==> src/sv/vn2o_pkg.sv <==
package vn2o_pkg;

   localparam int PRIME_SETS = 10;
   localparam int MAX_OCTAVES = 8;
   localparam int BLEND_DEPTH = 1024;
   localparam int BLEND_AW = $clog2(BLEND_DEPTH);
   localparam int BASE_SETS = 10;

   localparam int OCT_W = 4;
   localparam int PERS_W = 17;
   localparam int SET_W = 4;
   localparam int COORD_W = 32;
   localparam int NOISE_W = 32;
   localparam int HASH_W = 31;
   localparam int SHIFT_W = (MAX_OCTAVES > 1) ? $clog2(MAX_OCTAVES) : 1;
   localparam int SMOOTH_W = 37;
   localparam int BLEND_W = 17;

   localparam logic [1:0] CSR_OCTAVE_COUNT = 2'd0;
   localparam logic [1:0] CSR_PERSISTENCE = 2'd1;
   localparam logic [1:0] CSR_FIRST_SET = 2'd2;

   localparam logic [HASH_W-1:0] HASH_PRIMES [BASE_SETS*3] = '{
      31'd995615039, 31'd600173719, 31'd701464987,
      31'd831731269, 31'd162318869, 31'd136250887,
      31'd174329291, 31'd946737083, 31'd245679977,
      31'd362489573, 31'd795918041, 31'd350777237,
      31'd457025711, 31'd880830799, 31'd909678923,
      31'd787070341, 31'd177340217, 31'd593320781,
      31'd405493717, 31'd291031019, 31'd391950901,
      31'd458904767, 31'd676625681, 31'd424452397,
      31'd531736441, 31'd939683957, 31'd810651871,
      31'd997169939, 31'd842027887, 31'd423882827
   };

   localparam longint unsigned PI_HALF_Q30 = 64'd1686629713;
   localparam longint unsigned ONE_Q30 = 64'd1073741824;

   typedef logic [BLEND_W-1:0] blend_rom_type [BLEND_DEPTH];

   typedef struct packed {
      logic [HASH_W-1:0] a;
      logic [HASH_W-1:0] b;
      logic [HASH_W-1:0] c;
   } coef_type;

   // per octave word traveling beside the datapath
   typedef struct packed {
      logic                valid;
      logic                live;
      logic                first;
      logic                last;
      logic [PERS_W-1:0]   amp;
      logic [BLEND_AW-1:0] fx_idx;
      logic [BLEND_AW-1:0] fy_idx;
      coef_type            coef;
   } tok_type;

   // round(65536 * sin^2) via sine polynomial in q2.30
   function automatic logic [BLEND_W-1:0] blend_low(input longint unsigned k);
      longint unsigned u;
      longint unsigned w;
      longint unsigned r;
      longint unsigned s;
      longint unsigned f;
      u = (PI_HALF_Q30 * k) / BLEND_DEPTH;
      w = (u * u) >> 30;
      r = ONE_Q30;
      r = ONE_Q30 - ((w * r) >> 30) / 110;
      r = ONE_Q30 - ((w * r) >> 30) / 72;
      r = ONE_Q30 - ((w * r) >> 30) / 42;
      r = ONE_Q30 - ((w * r) >> 30) / 20;
      r = ONE_Q30 - ((w * r) >> 30) / 6;
      s = (u * r) >> 30;
      f = (s * s) >> 30;
      return BLEND_W'((f + 64'd8192) >> 14);
   endfunction

   function automatic blend_rom_type build_blend_rom();
      blend_rom_type rom;
      for (int k = 0; k < BLEND_DEPTH; k++) begin
         if (2 * k <= BLEND_DEPTH) begin
            rom[k] = blend_low(64'(k));
         end else begin
            rom[k] = BLEND_W'(65536) - blend_low(64'(BLEND_DEPTH - k));
         end
      end
      return rom;
   endfunction

   localparam blend_rom_type BLEND_ROM = build_blend_rom();

   function automatic coef_type hash_coef(input logic [SET_W-1:0] set_idx);
      coef_type cf;
      logic [SET_W-1:0] base_set;
      logic [4:0] base;
      base_set = set_idx;
      if (base_set >= SET_W'(BASE_SETS)) begin
         base_set = base_set - SET_W'(BASE_SETS);
      end
      base = 5'(base_set) * 5'd3;
      cf.a = HASH_PRIMES[base];
      cf.b = HASH_PRIMES[base + 5'd1];
      cf.c = HASH_PRIMES[base + 5'd2];
      return cf;
   endfunction

endpackage

==> src/sv/vn2o_blend_cell.sv <==
module vn2o_blend_cell (
   input  logic                                    clock,
   input  logic signed [vn2o_pkg::SMOOTH_W-1:0]    lo_val,
   input  logic signed [vn2o_pkg::SMOOTH_W-1:0]    hi_val,
   input  logic [vn2o_pkg::BLEND_W-1:0]            weight,
   output logic signed [vn2o_pkg::SMOOTH_W-1:0]    blend_out
);

   localparam int DIFF_W = vn2o_pkg::SMOOTH_W + 1;
   localparam int PROD_W = DIFF_W + vn2o_pkg::BLEND_W + 1;

   logic signed [DIFF_W-1:0] diff;
   logic signed [PROD_W-1:0] prod_ff;
   logic signed [PROD_W-1:0] rnd;
   logic signed [vn2o_pkg::SMOOTH_W-1:0] lo_ff;
   logic signed [vn2o_pkg::SMOOTH_W-1:0] out_ff;

   assign diff = DIFF_W'(hi_val) - DIFF_W'(lo_val);
   // floor of (prod + half) / 65536
   assign rnd = (prod_ff + PROD_W'(32768)) >>> 16;

   always_ff @(posedge clock) begin
      prod_ff <= PROD_W'(diff) * PROD_W'($signed({1'b0, weight}));
      lo_ff <= lo_val;
      out_ff <= lo_ff + vn2o_pkg::SMOOTH_W'(rnd);
   end

   assign blend_out = out_ff;

endmodule

==> config.mk <==
export PLATFORM = sky130hd
export DESIGN_NAME = vn2o_blend_cell
export DESIGN_NICKNAME = d
export VERILOG_FILES = /design/src/sv/vn2o_pkg.sv /design/src/sv/vn2o_blend_cell.sv
export SDC_FILE = /design/constraint.sdc
export NUM_CORES = 2
export LEC_CHECK = 0
export BUFFER_PORTS_ARGS = -buffer_cell sky130_fd_sc_hd__buf_2
export CAP_MARGIN = 20
export CORE_ASPECT_RATIO = 1.2
export CORE_MARGIN = 3
export CORE_UTILIZATION = 65
export DETAILED_ROUTE_END_ITERATION = 7
export HOLD_SLACK_MARGIN = 0.06
export PLACE_DENSITY = 0.83
export SYNTH_ARGS = -nofsm -noshare
export SYNTH_HDL_FRONTEND = slang
export SYNTH_SLANG_ARGS = --single-unit
==> constraint.sdc <==
create_clock -name clock -period 10.65 [get_ports clock]
set_input_delay 1.065 -clock clock [delete_from_list [all_inputs] [get_ports clock]]
set_output_delay 1.065 -clock clock [all_outputs]
set_load 0.02 [all_outputs]
==> impl_results.md <==
* Routed wire length at approximately 71 mm
* Yosys warns at 0
* Via count at between 20k and 25k
* # IOs at ~130
* Total clock buffers created by CTS at 9
* Die Area at about 45000 um^2
* Finished Cell Area at a little under 30000 um^2
* Fin. max-slew vios at 0
* Bufs on Longest Clock Path at 2
* Max-Cap Viols at 0
* Initial antenna violation count at 0
* Post-synth top cells: inv_1 (748), fa_1 (591), nand2_1 (415)
* WP data arrival at between 9 and 10 ns
* Main synth FF type: dfxtp_1
* Crit path largest cell delay at just under 0.6 ns
* CTS tree: done
* Post-Layout Cell Count at ~3.7k
* #FFs+latches synth at around 110
* CP max stage cell: fa_1
* Hold Vio Cnt, Final at 0
* Synthesized net count at around 4.0k
* Mapped Avg Cell Area at 8.853 um^2
* Area occupied by multi-input gates at around 22000 um^2
* Final setup TNS at 0 ns
* CP startpoint kind: primary input
* Most frequent CP cell: fa_1
* First-pass GRT wire length at around 120 mm
* Rows at ~80
* CP endpoint kind: flop
* Area fraction of the dominant cell type after synthesis at between 40% and 50%
* Fmax at ~100 MHz
* Fillers at a little over 3k
* Antenna-violating nets left at 0
* FF/Latch Area at 2242 um^2
* Worst-Margin Slew at between 1 and 1.5 ns
* Worst Hold Launch: lo_ff[0]$_DFF_P_
* Die extent in y at around 230 um
* DR vias/cell at 5.768
* Placed insts at ~3.7k
* Min-Delay Path Class: reg2reg
* Library cells used by synthesis at 67
* IO buf count at roughly 130
* DR top layer: met4
* Layout area overhead at 5.620%
* Synth Cell Area at between 20000 and 30000 um^2
* Sequential area share after synthesis at under 10%
* M1 WL at approximately 25 mm
* Tcrit/Tclk final at between 90% and 100%
* Outcome: finished, final reports clean
* Diodes inserted at 0
* Root Driver: clkbuf_16
* CTS resizes at 0
* Crit path kind: in2reg
* DRT Pass-1 Iters at 6
* Relative slew slack at around a quarter
* GRT overflow at 0
* Pin count of the biggest net entering global routing at 39
* R2R Path Start: prod_ff[17]$_DFF_P_
* R2R Setup Slk at 5.26 ns
* Layout cells sized above 1 at under 10%
* First DRT Iteration DRCs at roughly 1.5k
* Fraction of registers with async set or reset after synthesis at 0%
* Clk slew on worst S/H paths at 0.09 ns
* Initial core utilization at around 67%
* H-tree levels at 3
* Die X-Extent at roughly 190 um
* Remaining DRCs at 0
* Clk_skew at around 0.020 ns
* Nets at slightly above 4k
* Most frequent cell after synthesis: inv_1
* Dominant cell type by area after synthesis: fa_1
* Worst-skew pair later-pin latency at about 0.40 ns
* Critical Path RT at approximately 11 ns
* Final setup fails at 0
* Met2 wire length at around 35 mm
* Worst Setup SP: hi_val[0]
* GRT Overall Usage at 33.05%
* Area of placed instances at about 29000 um^2
* Cells after Synth at between 3k and 4k
* Min Tclk post-route at about 9.7 ns
* Core area at a little over 40000 um^2
* Setup Fix Bufs, Post-CTS at 0
* # hold bufs at CTS at 0
* Utilization after layout at around 70%
* Unrepaired setup endpoints after global routing: false
* DR WL/cell at approximately 19 um
* Synth area leaders: fa_1 (43%), inv_1 (10%), ha_1 (8.8%), dfxtp_1 (8.2%), and2_1 (6.0%)
* Vias in the first global route at about 24k
* CP max FO at 17
* Final GP Congestion at just under 1
* Post-synth EDFFs at 0
* Clk sink count at 112
* DR WL met3 at around 5.8 mm
* DP HPWL at 56.84 mm
==> sequential cells by signal (all words and copies together) (netlist names) <==
| name | count |
|---|---|
| blend_out | 37 |
| prod_ff | 38 |
| lo_ff | 37 |
==> worst max-delay path: cells and delay by family <==
| kind | cells | cell delay, ns |
|---|---|---|
| adders and majority gates | 9 | 4.13 |
| AOI/OAI and AO/OA | 11 | 2.57 |
| and+or+nand+nor | 5 | 0.82 |
| buffers and inverters | 8 | 0.81 |
| xor gates and xnor gates | 2 | 0.55 |
==> metrics by stage <==
stage	setup WS, ns	hold WS (ns)
3_3_place_gp	0.5846	0.4570
2_1_floorplan	1.887	0.4324
6_report	0.9747	0.4915
3_5_place_dp	0.2538	0.4708
5_1_grt	0.5024	0.5105
4_1_cts	0.6460	0.4947
==> layout make-up <==
cell class                 instances  share of cell area [%]
clock buffer                      10                  0.7896
inverter                         749                   9.696
clock inverter                     6                  0.2977
multi-input combinational       2131                   76.07
sequential                       112                   7.732
timing repair buffer             162                   3.090
tap                              539                   2.326
==> layer usage <==
metal,track usage [%],vias to the layer above
met5,0,-
met4,19.58,0
met3,4.812,356
met2,57.27,1110
met1,39.43,10600
li1,-,9326
==> cell usage in the layout (no fill, tap or decap), types with 11 or more instances in the layout <==
cell type / instances
nor3_1: 19
inv_1: 748
a21oi_1: 84
buf_4: 34
o21ai_0: 40
xor2_1: 45
and2_1: 264
fa_1: 591
nand3_1: 36
dfxtp_1: 112
buf_2: 128
nand2b_1: 15
nor2_1: 66
xnor2_1: 93
o21bai_1: 15
ha_1: 194
and3_1: 21
nand2_1: 415
o21a_1: 11
a21o_1: 66
nor2b_1: 36
nand4_1: 13
==> cell families after synthesis <==
kind of cell / Yosys count / share of synthesized area, %
adders and majority gates: 785 / 51.94
and+or+nand+nor: 902 / 16.04
buffers and inverters: 858 / 11.78
DFF: 112 / 8.167
xor gates and xnor gates: 149 / 4.804
AOI/OAI and AO/OA: 295 / 7.278
==> worst paths after layout <==
path / end / cells past startpoint
hold / removal: blend_out[0]$_DFF_P_ / 1
setup reg to reg: blend_out[36]$_DFF_P_ / 20
setup / recovery: prod_ff[52]$_DFF_P_ / 35
hold reg to reg: blend_out[0]$_DFF_P_ / 1
Power is left out: the tool's default activity adds up to more than one toggle a clock period on the data nets, which glitch-free logic cannot reach.
