==> src/sv/vn2o_pkg.sv <==
package vn2o_pkg;

   localparam int PRIME_SETS = 10;
   localparam int MAX_OCTAVES = 8;
   localparam int BLEND_DEPTH = 1024;
   localparam int BLEND_AW = $clog2(BLEND_DEPTH);
   localparam int BASE_SETS = 10;

   localparam int OCT_W = 4;
   localparam int PERS_W = 17;
   localparam int SET_W = 4;
   localparam int COORD_W = 32;
   localparam int NOISE_W = 32;
   localparam int HASH_W = 31;
   localparam int SHIFT_W = (MAX_OCTAVES > 1) ? $clog2(MAX_OCTAVES) : 1;
   localparam int SMOOTH_W = 37;
   localparam int BLEND_W = 17;

   localparam logic [1:0] CSR_OCTAVE_COUNT = 2'd0;
   localparam logic [1:0] CSR_PERSISTENCE = 2'd1;
   localparam logic [1:0] CSR_FIRST_SET = 2'd2;

   localparam logic [HASH_W-1:0] HASH_PRIMES [BASE_SETS*3] = '{
      31'd995615039, 31'd600173719, 31'd701464987,
      31'd831731269, 31'd162318869, 31'd136250887,
      31'd174329291, 31'd946737083, 31'd245679977,
      31'd362489573, 31'd795918041, 31'd350777237,
      31'd457025711, 31'd880830799, 31'd909678923,
      31'd787070341, 31'd177340217, 31'd593320781,
      31'd405493717, 31'd291031019, 31'd391950901,
      31'd458904767, 31'd676625681, 31'd424452397,
      31'd531736441, 31'd939683957, 31'd810651871,
      31'd997169939, 31'd842027887, 31'd423882827
   };

   localparam longint unsigned PI_HALF_Q30 = 64'd1686629713;
   localparam longint unsigned ONE_Q30 = 64'd1073741824;

   typedef logic [BLEND_W-1:0] blend_rom_type [BLEND_DEPTH];

   typedef struct packed {
      logic [HASH_W-1:0] a;
      logic [HASH_W-1:0] b;
      logic [HASH_W-1:0] c;
   } coef_type;

   // per octave word traveling beside the datapath
   typedef struct packed {
      logic                valid;
      logic                live;
      logic                first;
      logic                last;
      logic [PERS_W-1:0]   amp;
      logic [BLEND_AW-1:0] fx_idx;
      logic [BLEND_AW-1:0] fy_idx;
      coef_type            coef;
   } tok_type;

   // round(65536 * sin^2) via sine polynomial in q2.30
   function automatic logic [BLEND_W-1:0] blend_low(input longint unsigned k);
      longint unsigned u;
      longint unsigned w;
      longint unsigned r;
      longint unsigned s;
      longint unsigned f;
      u = (PI_HALF_Q30 * k) / BLEND_DEPTH;
      w = (u * u) >> 30;
      r = ONE_Q30;
      r = ONE_Q30 - ((w * r) >> 30) / 110;
      r = ONE_Q30 - ((w * r) >> 30) / 72;
      r = ONE_Q30 - ((w * r) >> 30) / 42;
      r = ONE_Q30 - ((w * r) >> 30) / 20;
      r = ONE_Q30 - ((w * r) >> 30) / 6;
      s = (u * r) >> 30;
      f = (s * s) >> 30;
      return BLEND_W'((f + 64'd8192) >> 14);
   endfunction

   function automatic blend_rom_type build_blend_rom();
      blend_rom_type rom;
      for (int k = 0; k < BLEND_DEPTH; k++) begin
         if (2 * k <= BLEND_DEPTH) begin
            rom[k] = blend_low(64'(k));
         end else begin
            rom[k] = BLEND_W'(65536) - blend_low(64'(BLEND_DEPTH - k));
         end
      end
      return rom;
   endfunction

   localparam blend_rom_type BLEND_ROM = build_blend_rom();

   function automatic coef_type hash_coef(input logic [SET_W-1:0] set_idx);
      coef_type cf;
      logic [SET_W-1:0] base_set;
      logic [4:0] base;
      base_set = set_idx;
      if (base_set >= SET_W'(BASE_SETS)) begin
         base_set = base_set - SET_W'(BASE_SETS);
      end
      base = 5'(base_set) * 5'd3;
      cf.a = HASH_PRIMES[base];
      cf.b = HASH_PRIMES[base + 5'd1];
      cf.c = HASH_PRIMES[base + 5'd2];
      return cf;
   endfunction

endpackage

==> src/sv/vn2o_hash_cell.sv <==
module vn2o_hash_cell (
   input  logic                             clock,
   input  logic [vn2o_pkg::COORD_W-1:0]     x_pt,
   input  logic [vn2o_pkg::COORD_W-1:0]     y_pt,
   input  logic [vn2o_pkg::HASH_W-1:0]      mul_a,
   input  logic [vn2o_pkg::HASH_W-1:0]      add_b,
   input  logic [vn2o_pkg::HASH_W-1:0]      add_c,
   output logic [vn2o_pkg::HASH_W-1:0]      hash_out
);

   logic [vn2o_pkg::COORD_W-1:0] mix;
   logic [vn2o_pkg::HASH_W-1:0] n_in;
   logic [vn2o_pkg::HASH_W-1:0] n_s1_ff;
   logic [vn2o_pkg::HASH_W-1:0] n_s2_ff;
   logic [vn2o_pkg::HASH_W-1:0] sq_s2_ff;
   logic [vn2o_pkg::HASH_W-1:0] n_s3_ff;
   logic [vn2o_pkg::HASH_W-1:0] m_s3_ff;
   logic [vn2o_pkg::HASH_W-1:0] t_s4_ff;

   // only the low 31 bits survive the final mask, so all math after the coordinate mix runs at 31 bits
   assign mix = x_pt + y_pt * 32'd57;
   assign n_in = vn2o_pkg::HASH_W'((mix << 13) ^ mix);

   always_ff @(posedge clock) begin
      n_s1_ff <= n_in;
      n_s2_ff <= n_s1_ff;
      sq_s2_ff <= vn2o_pkg::HASH_W'(n_s1_ff * n_s1_ff);
      n_s3_ff <= n_s2_ff;
      m_s3_ff <= vn2o_pkg::HASH_W'(sq_s2_ff * mul_a + add_b);
      t_s4_ff <= vn2o_pkg::HASH_W'(n_s3_ff * m_s3_ff + add_c);
   end

   assign hash_out = t_s4_ff;

endmodule

==> config.mk <==
export PLATFORM = sky130hd
export DESIGN_NAME = vn2o_hash_cell
export DESIGN_NICKNAME = d
export VERILOG_FILES = /design/src/sv/vn2o_pkg.sv /design/src/sv/vn2o_hash_cell.sv
export SDC_FILE = /design/constraint.sdc
export NUM_CORES = 2
export LEC_CHECK = 0
export ABC_AREA = 1
export BUFFER_PORTS_ARGS = -buffer_cell sky130_fd_sc_hd__buf_2
export CAP_MARGIN = 20
export CORE_MARGIN = 4
export CORE_UTILIZATION = 55
export CTS_BUF_LIST = sky130_fd_sc_hd__clkbuf_4 sky130_fd_sc_hd__clkbuf_8
export CTS_CLUSTER_DIAMETER = 80
export DETAILED_ROUTE_END_ITERATION = 6
export GPL_TIMING_DRIVEN = 1
export PLACE_DENSITY = 0.76
export SLEW_MARGIN = 30
export SYNTH_ARGS = -nofsm -noshare
export SYNTH_HDL_FRONTEND = slang
export SYNTH_SLANG_ARGS = --single-unit
==> constraint.sdc <==
create_clock -name clock -period 14.15 [get_ports clock]
set_input_delay 0.7075 -clock clock [delete_from_list [all_inputs] [get_ports clock]]
set_output_delay 0.7075 -clock clock [all_outputs]
set_load 0.01 [all_outputs]
==> results.py <==
metrics = {
    "yosys": {
        "postSynthCellCount": 6562,
        "avgSynthCellArea_um2": 8.10,
        "syn_area_um2": 53200,
        "yosys.cell_types.count": 43,
        "ys.warnings.count": 0,
        "ys_seq_area_frac": 0.0693,
        "synth_seq_cells": 184,
    },
    "setup_path": {
        "cp_data_required_time_ns": 14.57,
        "critPathCaptureType": "register",
        "worstPathCellList": "nand2_1 -> fa_1 -> fa_1 -> inv_1 -> fa_1 -> inv_1 -> fa_1 -> inv_1 -> fa_1 -> fa_1 -> fa_1 -> inv_1 -> fa_1 -> inv_1 -> ha_1 -> nand2_1 -> nor4_1 -> nand4_1 -> nand3_1 -> a21oi_1 -> o21ai_0 -> xor2_1",
        "worst_path_max_delay_cell": "dfxtp_1",
        "cpPeakStageDelay_ns": 0.88,
        "crit_top_cell": "fa_1",
        "cp.arrival_ns": 8.08,
        "startpoint_type": "register",
        "r2r_cells": 22,
        "critPathKind": "reg -> reg",
        "critPathMaxFanout": 16,
    },
    "timing": {
        "finalSetupTns_ns": 0,
        "fin_ws_ns": 6.49,
        "rsz0062_at_grt": "false",
        "post-route-period-util": 0.541,
        "setup_viol": 0,
        "skew_ns": 0.0130,
        "clock.fmax_ghz": 0.131,
        "tightestPinTransition_ns": 1.03,
        "min_period_ns": 7.66,
        "slew_headroom": 0.313,
        "finalMaxSlewViolations": 0,
        "final_hold_viol_count": 0,
    },
    "final_layout": {
        "nFillCells": 8386,
        "final_cell_mix": "2152 x inv_1, 1627 x nand2_1, 1220 x fa_1",
        "stdcell_area_um2": 55700,
        "area_growth_pct": 4.76,
        "drive_gt1_frac": 0.0452,
        "fin_nets": 8417,
        "final_common_cell": "inv_1",
    },
    "die": {
        "placeableCoreArea_um2": 95400,
        "floorplan.initialDensity": 0.557,
        "die_w_um": 319,
        "pin_count": 189,
        "dieHeight_um": 319,
        "rows": 113,
        "floorplan.die_area_um2": 102000,
    },
    "clock_tree": {
        "ctsHoldBuffers": 0,
        "cts_setup_buffers": 0,
        "cts_buffer_depth": 2,
        "cts.repair.resized": 0,
        "cts-root-buf": "clkbuf_8",
        "htree_levels": 4,
        "clkSlewWorstSetupHoldPaths_ns": 0.12,
        "clk_latency_ns": 0.54,
        "cts_buffers": 17,
        "cts_tree": "yes",
        "cts_sinks": 184,
    },
    "detailed_routing": {
        "ant_nets": 0,
        "viasPerCell": 5.10,
        "routed_wl_um": 131000,
        "drc_errors": 0,
        "drt-wirelength-per-cell_um": 16.5,
        "first_pass_iters": 6,
        "vias": 40300,
        "drt_iter0_markers": 2899,
    },
    "place": {
        "place_ws_ns": 6.58,
        "gp_congestion": 0.905,
        "dpl_cell_area_um2": 55200,
        "dpl.hpwl_um": 107000,
        "numPortBuffers": 186,
    },
    "status": {
        "status": "finished clean",
    },
    "global_route": {
        "track_usage": 0.268,
        "antenna_found_initial": 2,
        "grt_max_degree": 33,
        "grt_pass1_wl_um": 219000,
        "grt_overflow": 0,
        "first_global_vias": 44200,
    },
    "worst_hold_path": {
        "hold_depth": 0,
        "hold_class": "reg -> reg",
    },
    "flow_run": {
        "drv_cap": 0,
    },
}
[per-layer routing]
metal / up-vias / GRT usage / routed length, um
li1: 18400 / - / -
met1: 20000 / 0.328 / 48500
met2: 1574 / 0.472 / 66300
met3: 336 / 0.0405 / 9330
met4: 2 / 0.115 / 6310
met5: - / 0 / 20
[registers in the layout, summed over array words and instances, names as in the netlist]
| name | cells |
|---|---|
| n_s3_ff | 31 |
| hash_out | 31 |
| sq_s2_ff | 30 |
| n_s2_ff | 30 |
| m_s3_ff | 31 |
| n_s1_ff | 31 |
[layout make-up]
cell class                      count  area [um^2]  area share
Inverter                         2152         8080       0.145
Multi-Input combinational cell   4013        40600       0.728
Clock inverter                     15          215     0.00386
Timing Repair Buffer              241         1340      0.0241
Tap cell                         1265         1580      0.0284
Clock buffer                       17          234     0.00420
Sequential cell                   184         3690      0.0662
Antenna cell                        1         2.50   0.0000449
[metrics by stage]
stage,util,hold slack (ns),instances
after floorplan,-,0.310,6577
after global placement,0.579,0.310,7855
after detailed placement,0.579,0.312,7855
after CTS,0.584,0.335,7887
after global routing,0.584,0.338,7888
final,0.584,0.327,7888
[cell usage after synthesis, drive strengths merged]
cell type  number  area, um^2
a21oi         139         711
dfxtp         184        3680
o21bai         10        75.1
nand4          16         100
a31oi           8        50.1
nor2           80         303
nand2b          2        12.5
inv          2152        8080
o31ai           2        15.0
o221ai          2        17.5
o21a            1        7.51
o221a           1        11.3
a21o           15         113
nand3b         14         105
nand3         104         521
nor4            3        18.8
xnor2          94         846
conb            2        7.51
a41oi           1        8.76
ha            430        5380
xor2          120        1070
a21boi          5        37.5
or2             4        25.0
buf            73         323
and3            1        6.26
nor3            9        45.0
nand2        1629        6120
o21ai          78         405
fa           1220       24400
or4             1        11.3
clkbuf        155         586
o211ai          5        37.5
a221oi          2        17.5
[worst max-delay path, delay by kind of cell, from the launching register on]
family | cells | cell delay, ns
adder cells (fa/ha/maj) | 9 | 4.40
buffers and inverters | 5 | 0.28
AND/OR/NAND/NOR | 5 | 1.22
flip-flops | 1 | 0.88
AO/OA/AOI/OAI | 2 | 0.38
XOR/XNOR | 1 | 0.33
[worst paths after layout]
kind,startpoint,to,slack [ns]
max,n_s3_ff[15]$_DFF_P_,hash_out[28]$_DFF_P_,6.49
min,n_s2_ff[2]$_DFF_P_,n_s3_ff[2]$_DFF_P_,0.33
max reg2reg,n_s3_ff[15]$_DFF_P_,hash_out[28]$_DFF_P_,6.49
min reg2reg,n_s2_ff[2]$_DFF_P_,n_s3_ff[2]$_DFF_P_,0.33
[kinds of logic (layout without fill, tap and decap cells)]
| logic type | after synthesis | count (layout) | synth area share |
|---|---|---|---|
| simple gates | 1863 | 1863 | 0.137 |
| other cells | 2 | 18 | 0.000141 |
| flops | 184 | 184 | 0.0693 |
| fa+ha+maj | 1650 | 1650 | 0.561 |
| compound gates | 269 | 269 | 0.0283 |
| xor+xnor | 214 | 214 | 0.0360 |
| buf+inv | 2380 | 2425 | 0.169 |
Power is not shown: default switching activity piles up to over one toggle a cycle in this logic, so the estimate is an artifact.
